## src/hw/rtl/dcrc_pkg.sv

```systemverilog
`default_nettype none

package dcrc_pkg;

    // Bus access type
    typedef enum logic {
        KIND_READ  = 1'b0,
        KIND_WRITE = 1'b1
    } t_kind;

    // Register selects
    typedef enum logic [1:0] {
        REG_CSR = 2'd0,
        REG_BA  = 2'd1,
        REG_DA  = 2'd2,
        REG_MP  = 2'd3
    } t_reg_sel;

    // Function codes in CSR bits 3..1; codes 1 and 7 are unused
    typedef enum logic [2:0] {
        CMD_NOP         = 3'd0,
        CMD_GET_STATUS  = 3'd2,
        CMD_SEEK        = 3'd3,
        CMD_READ_HEADER = 3'd4,
        CMD_WRITE       = 3'd5,
        CMD_READ        = 3'd6
    } t_cmd;

    localparam logic [15:0] CSR_WRITE_MASK  = 16'h03FE;
    localparam logic [15:0] CSR_DRIVE_RDY   = 16'h0001;
    localparam logic [15:0] CSR_CTRL_RDY    = 16'h0080;
    localparam logic [15:0] CSR_ERR_BITS    = 16'h9400;
    localparam logic [15:0] GET_STATUS_WORD = 16'h009D;
    localparam logic [15:0] HEADER_MARK     = 16'hBABE;
    localparam logic [15:0] BA_MASK         = 16'hFFFE;
    localparam logic [15:0] DA_TRACK_MASK   = 16'hFFC0;

    // One bus access
    typedef struct packed {
        logic        kind;
        logic [1:0]  reg_select;
        logic [15:0] write_data;
    } t_in_item;

    // One result
    typedef struct packed {
        logic [15:0] read_data;
        logic        irq_request;
        logic        transfer_valid;
        logic        transfer_write;
        logic [15:0] disk_block;
        logic [15:0] memory_address;
        logic [13:0] transfer_bytes;
    } t_out_item;

    // Transfer geometry worked out from the disk address and word count
    typedef struct packed {
        logic        err;
        logic [15:0] bytes;
        logic [5:0]  sector_new;
        logic [15:0] disk_block;
    } t_xfer_res;

endpackage

`default_nettype wire

```

## src/hw/rtl/dcrc_cfg.sv

```systemverilog
`default_nettype none

module dcrc_cfg (
    input  wire logic        i_clk,
    input  wire logic        i_rst_n,
    input  wire logic        psel,
    input  wire logic        penable,
    input  wire logic        pwrite,
    input  wire logic [2:0]  paddr,
    input  wire logic [31:0] pwdata,
    output logic      [31:0] prdata,
    output logic             pready,
    output logic             o_image_loaded
);

    localparam logic CFG_IDX_IMAGE_LOADED = 1'b0;

    logic r_image_loaded;
    logic w_sel_image;

    assign w_sel_image = (paddr[2] == CFG_IDX_IMAGE_LOADED);

    // Write on the access phase
    always_ff @(posedge i_clk) begin
        if (!i_rst_n) begin
            r_image_loaded <= 1'b0;
        end else if (psel && penable && pwrite && w_sel_image) begin
            r_image_loaded <= pwdata[0];
        end
    end

    // Read back
    always_comb begin
        prdata = '0;
        if (w_sel_image) begin
            prdata = {31'b0, r_image_loaded};
        end
    end

    assign pready         = 1'b1;
    assign o_image_loaded = r_image_loaded;

endmodule

`default_nettype wire

```

## src/hw/rtl/dcrc_xfer.sv

```systemverilog
`default_nettype none

module dcrc_xfer #(
    parameter int unsigned SECTORS_PER_TRACK = 40,
    parameter int unsigned SECTOR_BYTES      = 256
) (
    input  wire logic [15:0]         i_disk_address,
    input  wire logic [15:0]         i_multipurpose,
    output dcrc_pkg::t_xfer_res      o_res
);

    logic [5:0]                 w_sec;
    logic [9:0]                 w_track;
    logic [15:0]                w_words;
    logic [16:0]                w_bytes_req;
    logic                       w_beyond;
    logic [5:0]                 w_room;
    logic [16:0]                w_room_bytes;
    logic                       w_trunc;
    logic [SECTORS_PER_TRACK:0] w_thermo;
    logic [5:0]                 w_nsec;

    always_comb begin
        w_sec       = i_disk_address[5:0];
        w_track     = i_disk_address[15:6];
        // MP holds the negated word count
        w_words     = 16'd0 - i_multipurpose;
        w_bytes_req = {w_words, 1'b0};

        // Room left on the track
        w_beyond     = ({1'b0, w_sec} > 7'(SECTORS_PER_TRACK));
        w_room       = w_beyond ? 6'd0 : (6'(SECTORS_PER_TRACK) - w_sec);
        w_room_bytes = 17'(17'(SECTOR_BYTES) * w_room);
        w_trunc      = w_beyond || (w_bytes_req > w_room_bytes);

        // Sector count: thermometer of byte thresholds, decoded at its edge
        w_thermo[SECTORS_PER_TRACK] = 1'b0;
        for (int k = 0; k < SECTORS_PER_TRACK; k++) begin
            w_thermo[k] = (w_bytes_req > 17'(SECTOR_BYTES * k));
        end
        w_nsec = '0;
        for (int k = 0; k < SECTORS_PER_TRACK; k++) begin
            if (w_thermo[k] && !w_thermo[k+1]) begin
                w_nsec = w_nsec | 6'(k + 1);
            end
        end

        o_res.err   = w_trunc;
        o_res.bytes = w_trunc ? w_room_bytes[15:0] : w_bytes_req[15:0];
        if (!w_trunc) begin
            o_res.sector_new = w_sec + w_nsec;
        end else if (w_beyond) begin
            o_res.sector_new = w_sec;
        end else begin
            o_res.sector_new = 6'(SECTORS_PER_TRACK);
        end
        o_res.disk_block = 16'({6'b0, w_track} * 16'(SECTORS_PER_TRACK)) + {10'b0, w_sec};
    end

endmodule

`default_nettype wire

```

## src/hw/rtl/dcrc_core.sv

```systemverilog
`default_nettype none

module dcrc_core #(
    parameter int unsigned SECTORS_PER_TRACK = 40,
    parameter int unsigned CYLINDER_COUNT    = 512,
    parameter int unsigned SECTOR_BYTES      = 256
) (
    input  wire logic               i_clk,
    input  wire logic               i_rst_n,
    input  wire logic               i_fire,
    input  wire dcrc_pkg::t_in_item i_item,
    input  wire logic               i_image_loaded,
    output dcrc_pkg::t_out_item     o_result
);

    logic [15:0] r_status, n_status;
    logic [15:0] r_ba, n_ba;
    logic [15:0] r_da, n_da;
    logic [15:0] r_mp, n_mp;
    logic        r_ie, n_ie;
    logic        r_head, n_head;
    logic [8:0]  r_cyl, n_cyl;
    logic [5:0]  r_sector, n_sector;
    logic [15:0] r_hq0, n_hq0;
    logic [15:0] r_hq1, n_hq1;
    logic [1:0]  r_qcount, n_qcount;

    dcrc_pkg::t_xfer_res w_xfer;
    logic [8:0]          w_move;
    logic [9:0]          w_up_sum;
    logic [8:0]          w_seek_cyl;
    logic [15:0]         w_val;
    dcrc_pkg::t_cmd      w_cmd;

    dcrc_xfer #(
        .SECTORS_PER_TRACK (SECTORS_PER_TRACK),
        .SECTOR_BYTES      (SECTOR_BYTES)
    ) u_xfer (
        .i_disk_address (r_da),
        .i_multipurpose (r_mp),
        .o_res          (w_xfer)
    );

    assign w_val = i_item.write_data;
    assign w_cmd = dcrc_pkg::t_cmd'(w_val[3:1]);

    // Seek target, saturating at both ends
    always_comb begin
        w_move   = r_da[15:7];
        w_up_sum = {1'b0, r_cyl} + {1'b0, w_move};
        if (r_da[2]) begin
            w_seek_cyl = (w_up_sum >= 10'(CYLINDER_COUNT)) ? 9'(CYLINDER_COUNT - 1)
                                                           : w_up_sum[8:0];
        end else begin
            w_seek_cyl = (w_move > r_cyl) ? 9'd0 : (r_cyl - w_move);
        end
    end

    // Access decode and command execution
    always_comb begin
        n_status = r_status;
        n_ba     = r_ba;
        n_da     = r_da;
        n_mp     = r_mp;
        n_ie     = r_ie;
        n_head   = r_head;
        n_cyl    = r_cyl;
        n_sector = r_sector;
        n_hq0    = r_hq0;
        n_hq1    = r_hq1;
        n_qcount = r_qcount;
        o_result = '0;

        if (i_item.kind == dcrc_pkg::KIND_READ) begin
            case (dcrc_pkg::t_reg_sel'(i_item.reg_select))
                dcrc_pkg::REG_CSR: o_result.read_data = r_status | dcrc_pkg::CSR_DRIVE_RDY;
                dcrc_pkg::REG_BA:  o_result.read_data = r_ba;
                dcrc_pkg::REG_DA:  o_result.read_data = r_da;
                dcrc_pkg::REG_MP: begin
                    o_result.read_data = r_mp;
                    // header queue pops on each MP read
                    if (r_qcount != 2'd0) begin
                        n_mp     = r_hq0;
                        n_hq0    = r_hq1;
                        n_qcount = r_qcount - 2'd1;
                    end
                end
                default: o_result.read_data = '0;
            endcase
        end else begin
            case (dcrc_pkg::t_reg_sel'(i_item.reg_select))
                dcrc_pkg::REG_CSR: begin
                    n_status = w_val & dcrc_pkg::CSR_WRITE_MASK;
                    n_ie     = w_val[6];
                    if (!w_val[7]) begin
                        case (w_cmd)
                            dcrc_pkg::CMD_WRITE, dcrc_pkg::CMD_READ: begin
                                if (i_image_loaded) begin
                                    o_result.transfer_valid = 1'b1;
                                    o_result.transfer_write = (w_cmd == dcrc_pkg::CMD_WRITE);
                                    o_result.disk_block     = w_xfer.disk_block;
                                    o_result.memory_address = r_ba;
                                    o_result.transfer_bytes = w_xfer.bytes[13:0];
                                    o_result.irq_request    = w_val[6];
                                    n_ba     = r_ba + w_xfer.bytes;
                                    n_mp     = r_mp + {1'b0, w_xfer.bytes[15:1]};
                                    n_sector = w_xfer.sector_new;
                                    n_da     = (r_da & dcrc_pkg::DA_TRACK_MASK)
                                             | {10'b0, w_xfer.sector_new};
                                    if (w_xfer.err) begin
                                        n_status = n_status | dcrc_pkg::CSR_ERR_BITS;
                                    end
                                end
                            end
                            dcrc_pkg::CMD_GET_STATUS: begin
                                n_mp     = dcrc_pkg::GET_STATUS_WORD | {9'b0, r_head, 6'b0};
                                n_qcount = 2'd0;
                                o_result.irq_request = w_val[6];
                            end
                            dcrc_pkg::CMD_READ_HEADER: begin
                                n_mp     = {r_cyl, r_head, r_sector};
                                n_hq0    = '0;
                                n_hq1    = dcrc_pkg::HEADER_MARK;
                                n_qcount = 2'd2;
                                o_result.irq_request = w_val[6];
                            end
                            dcrc_pkg::CMD_SEEK: begin
                                n_head = r_da[4];
                                n_cyl  = w_seek_cyl;
                                o_result.irq_request = w_val[6];
                            end
                            dcrc_pkg::CMD_NOP: o_result.irq_request = w_val[6];
                            default:           o_result.irq_request = 1'b0;
                        endcase
                    end else begin
                        // no command: interrupt on enable rising
                        o_result.irq_request = !r_ie && w_val[6];
                    end
                    n_status = n_status | dcrc_pkg::CSR_CTRL_RDY;
                end
                dcrc_pkg::REG_BA: n_ba = w_val & dcrc_pkg::BA_MASK;
                dcrc_pkg::REG_DA: n_da = w_val;
                dcrc_pkg::REG_MP: n_mp = w_val;
                default:          n_mp = r_mp;
            endcase
        end
    end

    // Register state, updated once per item
    always_ff @(posedge i_clk) begin
        if (!i_rst_n) begin
            r_status <= '0;
            r_ba     <= '0;
            r_da     <= '0;
            r_mp     <= '0;
            r_ie     <= 1'b0;
            r_head   <= 1'b0;
            r_cyl    <= '0;
            r_sector <= '0;
            r_hq0    <= '0;
            r_hq1    <= '0;
            r_qcount <= '0;
        end else if (i_fire) begin
            r_status <= n_status;
            r_ba     <= n_ba;
            r_da     <= n_da;
            r_mp     <= n_mp;
            r_ie     <= n_ie;
            r_head   <= n_head;
            r_cyl    <= n_cyl;
            r_sector <= n_sector;
            r_hq0    <= n_hq0;
            r_hq1    <= n_hq1;
            r_qcount <= n_qcount;
        end
    end

endmodule

`default_nettype wire

```

## src/hw/rtl/disk_cartridge_register_controller.sv

```systemverilog
// Register front end of a cartridge disk controller. Each input item is one bus
// access (read or write) to CSR, BA, DA or MP; each gives exactly one result
// item holding the read data, the interrupt request and, for read/write
// commands, the transfer request (block, bus address, byte count). The block
// takes one item per clock cycle while its output is not stalled; an item
// lands in the input register, the register update and result are worked out
// from it combinationally, and the result is registered in the output register
// once that is free or draining. The rate is set by the register file update.
// The image_loaded bit is set through the APB port at address 0.
`default_nettype none

module disk_cartridge_register_controller #(
    parameter int unsigned SECTORS_PER_TRACK = 40,
    parameter int unsigned CYLINDER_COUNT    = 512,
    parameter int unsigned SECTOR_BYTES      = 256
) (
    input  wire logic                i_clk,
    input  wire logic                i_rst_n,
    input  wire logic                i_in_valid,
    output logic                     o_in_stall,
    input  wire dcrc_pkg::t_in_item  i_in_item,
    output logic                     o_out_valid,
    input  wire logic                i_out_stall,
    output dcrc_pkg::t_out_item      o_out_item,
    input  wire logic                psel,
    input  wire logic                penable,
    input  wire logic                pwrite,
    input  wire logic [2:0]          paddr,
    input  wire logic [31:0]         pwdata,
    output logic      [31:0]         prdata,
    output logic                     pready
);

    logic                r_in_vld;
    dcrc_pkg::t_in_item  r_in_item;
    logic                r_out_vld;
    dcrc_pkg::t_out_item r_out_item;
    dcrc_pkg::t_out_item w_result;
    logic                w_out_take;
    logic                w_fire;
    logic                w_image_loaded;

    dcrc_cfg u_cfg (
        .i_clk          (i_clk),
        .i_rst_n        (i_rst_n),
        .psel           (psel),
        .penable        (penable),
        .pwrite         (pwrite),
        .paddr          (paddr),
        .pwdata         (pwdata),
        .prdata         (prdata),
        .pready         (pready),
        .o_image_loaded (w_image_loaded)
    );

    dcrc_core #(
        .SECTORS_PER_TRACK (SECTORS_PER_TRACK),
        .CYLINDER_COUNT    (CYLINDER_COUNT),
        .SECTOR_BYTES      (SECTOR_BYTES)
    ) u_core (
        .i_clk          (i_clk),
        .i_rst_n        (i_rst_n),
        .i_fire         (w_fire),
        .i_item         (r_in_item),
        .i_image_loaded (w_image_loaded),
        .o_result       (w_result)
    );

    // Pipeline flow: output register frees or drains, input register moves on
    assign w_out_take = !r_out_vld || !i_out_stall;
    assign w_fire     = r_in_vld && w_out_take;
    assign o_in_stall = r_in_vld && !w_out_take;

    always_ff @(posedge i_clk) begin
        if (!i_rst_n) begin
            r_in_vld  <= 1'b0;
            r_out_vld <= 1'b0;
        end else begin
            if (!o_in_stall) begin
                r_in_vld <= i_in_valid;
            end
            if (w_out_take) begin
                r_out_vld <= r_in_vld;
            end
        end
    end

    // Payload registers
    always_ff @(posedge i_clk) begin
        if (!o_in_stall && i_in_valid) begin
            r_in_item <= i_in_item;
        end
        if (w_fire) begin
            r_out_item <= w_result;
        end
    end

    assign o_out_valid = r_out_vld;
    assign o_out_item  = r_out_item;

endmodule

`default_nettype wire

```

## config.mk

```make
export PLATFORM = sky130hd
export DESIGN_NAME = disk_cartridge_register_controller
export DESIGN_NICKNAME = d
export VERILOG_FILES = /design/src/hw/rtl/dcrc_pkg.sv /design/src/hw/rtl/dcrc_cfg.sv /design/src/hw/rtl/dcrc_xfer.sv /design/src/hw/rtl/dcrc_core.sv /design/src/hw/rtl/disk_cartridge_register_controller.sv
export SDC_FILE = /design/constraint.sdc
export NUM_CORES = 1
export LEC_CHECK = 0
export BUFFER_PORTS_ARGS = -buffer_cell sky130_fd_sc_hd__buf_2
export CORE_ASPECT_RATIO = 1.5
export CORE_UTILIZATION = 54
export DETAILED_ROUTE_END_ITERATION = 12
export PLACE_DENSITY = 0.86
export RECOVER_POWER = 50
export SETUP_SLACK_MARGIN = 0.15
export SYNTH_ARGS = -nofsm -noshare
export SYNTH_HDL_FRONTEND = slang
export SYNTH_SLANG_ARGS = --single-unit
```

## constraint.sdc

```tcl
create_clock -name i_clk -period 6.6 [get_ports i_clk]
set_input_delay 1.65 -clock i_clk [delete_from_list [all_inputs] [get_ports i_clk]]
set_output_delay 1.65 -clock i_clk [all_outputs]
set_load 0.01 [all_outputs]
```

==> flow_metrics.py <==
metrics = {
    "floorplanning": {
        "die_h_um": 184,
        "die_area_um2": 22700,
        "start_util": 0.550,
        "fp.dieW_um": 123,
        "rows": 66,
        "boundaryPins": 161,
        "design.core.area_um2": 21700,
    },
    "place": {
        "gp_congestion": 0.994,
        "dpl_cell_area_um2": 12700,
        "io_buffers": 93,
        "place_hpwl_um": 28900,
    },
    "sta": {
        "fin_skew_ps": 13.0,
        "tightest_slew_ps": 2850,
        "max_slew_margin": -0.901,
        "grt_setup_unrepaired": "no",
        "drv_slew": 91,
        "min_period_over_period": 0.935,
        "hold_viol": 0,
        "finalSetupTns_ps": 0,
        "fmax_mhz": 162,
        "setup_viol": 0,
        "min_period_ps": 6170,
    },
    "grt": {
        "grt_start_max_net_pins": 59,
        "grt_pass1_vias": 10900,
        "overflow": 0,
        "track_usage": 0.352,
        "grt_pass1_wl_um": 59800,
        "antenna_found_initial": 0,
    },
    "run": {
        "drv_cap": 2,
    },
    "clock_network": {
        "insertion_delay_ps": 430,
        "cts_made_buffers": 17,
        "clock-root-buffer": "clkbuf_16",
        "cts.sinks": 162,
        "cts_buffer_depth": 2,
        "path_clk_slew_ps": 70,
        "cts_tree": "built",
        "postCtsHoldBufs": 0,
        "cts_htree_levels": 4,
    },
    "pwr": {
        "comb_power_share": 0.286,
        "power.internal_w": 0.00202,
        "swShare": 0.347,
        "p_seq_frac": 0.385,
        "leakagePower_nw": 5.27,
        "p_sw_w": 0.00107,
        "powerDensity_nw_per_um2": 233,
        "ir_drop_v": 0.000162,
        "p_clk_frac": 0.328,
    },
    "yosys": {
        "yosys_warnings": 0,
        "netlist_instances": 1401,
        "synth_flop_cell": "edfxtp_1",
        "syn_avg_cell_area_um2": 8.52,
        "synth-seq-cells": 162,
        "postSynth.asyncResetShare": 0,
        "synth_area_um2": 11900,
        "yosysUniqueCellTypes": 86,
        "yosysSeqAreaShare": 0.340,
        "synth_enable_flop_cells": 82,
    },
    "finish": {
        "layout-drive-gt1-share": 0.113,
        "layout.nets": 1632,
        "antenna_cells": 0,
        "area_growth_pct": 11.1,
        "mostFrequentLayoutCell": "nor2_1",
        "layout_common_cells": "nor2_1 (161), nand2_1 (128), a21oi_1 (100)",
        "finalInstanceArea_um2": 13300,
    },
    "worst_hold_path": {
        "min_path_type": "reg2reg",
    },
    "critical_path": {
        "cp_data_required_time_ps": 6930,
        "cp-start-kind": "flop",
        "criticalPathCategory": "reg2reg",
        "crit_arrival_ps": 6500,
        "end_kind": "flop",
        "cp_max_fo": 10,
    },
    "route": {
        "via_count": 11400,
        "wl_um": 38600,
        "first_pass_iters": 6,
        "ant_nets": 0,
        "drc": 0,
        "viasPerCell": 6.45,
        "drt-initial-drc-count": 1577,
        "wire_per_inst_um": 21.8,
    },
    "run_status": {
        "status": "finished with violations",
        "violations": "capacitance limit, slew limit",
    },
}
cell type report:
type / instances / area, um2
Clock inverter: 12 / 146
Tap cell: 272 / 340
Inverter: 64 / 240
Fill cell: 1881 / 8450
Multi-Input combinational cell: 1098 / 7240
Clock buffer: 20 / 447
Timing Repair Buffer: 146 / 790
Sequential cell: 162 / 4060
synth_stat cells, types with 18 or more instances:
master / n / area share
inv_1: 61 / 0.019
a31oi_1: 25 / 0.013
nor2_1: 161 / 0.051
clkbuf_1: 63 / 0.020
xnor2_1: 39 / 0.029
mux2i_1: 19 / 0.016
nand2_1: 128 / 0.040
edfxtp_1: 82 / 0.21
and2_1: 39 / 0.020
a21o_1: 19 / 0.012
dfxtp_1: 80 / 0.13
a21oi_1: 101 / 0.042
ha_1: 76 / 0.080
buf_4: 34 / 0.021
nor3_1: 26 / 0.011
xor2_1: 27 / 0.020
o21ai_0: 83 / 0.035
nor2b_1: 18 / 0.0094
a211oi_1: 18 / 0.011
nand3_1: 45 / 0.019
power groups by stage:
stage	Combinational [W]	Clock [W]	Sequential, W
3_3_place_gp	0.000828	0	0.00120
6_report	0.000885	0.00102	0.00119
2_1_floorplan	0.000620	0	0.00118
4_1_cts	0.000849	0.00102	0.00118
5_1_grt	0.000961	0.00106	0.00119
3_5_place_dp	0.000842	0	0.00121
stage by stage:
stage | setup WS (ps) | hold WS [ps] | utilization | instances | total power [W]
2_1_floorplan | 157 | 429 | - | 1435 | 0.00180
3_3_place_gp | 458 | 435 | 0.585 | 1739 | 0.00203
3_5_place_dp | 316 | 445 | 0.585 | 1739 | 0.00205
4_1_cts | 252 | 453 | 0.612 | 1771 | 0.00305
5_1_grt | 31.4 | 472 | 0.611 | 1774 | 0.00321
6_report | 430 | 455 | 0.611 | 1774 | 0.00309
registers in the layout (all words and copies together) (netlist names):
register,flops
u_core.r_status,10
r_in_item,19
u_core.r_hq0,1
u_core.r_sector,6
o_out_valid,1
u_core.r_qcount,2
u_core.r_cyl,9
r_in_vld,1
u_core.r_da,16
u_core.r_head,1
o_out_item,63
u_core.r_mp,16
u_cfg.o_image_loaded,1
u_core.r_ba,15
u_core.r_hq1,1
cell families after synthesis:
logic type | count (synthesis) | share of synthesized area
xor+xnor | 68 | 0.0511
compound gates | 376 | 0.205
other cells | 2 | 0.000629
buf+inv | 175 | 0.0676
flops | 162 | 0.340
fa+ha+maj | 82 | 0.0897
simple gates | 503 | 0.205
mux | 33 | 0.0404
critical path, cell delays in order (launching register included):
cell and delay (ps):
dfxtp_1 310, buf_4 180, nor4_4 430, nand4_1 220, or3_1 410, nand2_1 120
clkinv_1 110, ha_1 320, a21o_1 190, a221o_1 350, a21oi_2 150, o21ai_0 170
nor2_1 290, nand2_1 110, inv_1 90, ha_1 190, inv_1 60, fa_1 400
nor2b_1 160, o21ai_0 110, a21boi_1 210, o21ai_0 150, a21oi_1 260, and4_1 280
o31ai_1 120, o21ai_0 210, mux2_2 350, a21oi_1 110
routing by layer:
| layer | track usage | vias up | part of all wire |
|---|---|---|---|
| met5 | 0 | - | 0 |
| met4 | 0.244 | 0 | 0.081 |
| met3 | 0.0792 | 220 | 0.089 |
| met2 | 0.583 | 747 | 0.48 |
| met1 | 0.396 | 5286 | 0.35 |
| li1 | - | 5194 | - |
path summary, 6_finish.rpt:
kind	slack, ps	cells after the start	from	end
setup / recovery	430	27	u_core.r_mp[0]$_SDFFE_PN0P_	u_core.r_ba[15]$_SDFFE_PN0P_
hold / removal	450	2	u_core.r_status[3]$_SDFFE_PN0P_	u_core.r_status[3]$_SDFFE_PN0P_
setup reg to reg	430	27	u_core.r_mp[0]$_SDFFE_PN0P_	u_core.r_ba[15]$_SDFFE_PN0P_
hold reg to reg	450	2	u_core.r_status[3]$_SDFFE_PN0P_	u_core.r_status[3]$_SDFFE_PN0P_
timing repair:
action                     4_1_cts  5_1_grt
hold endpoints to repair         0        0
setup endpoints to repair        0       13
setup buffers                    0        3
resized for setup                0        7
Power figures use the tool's default switching activity.
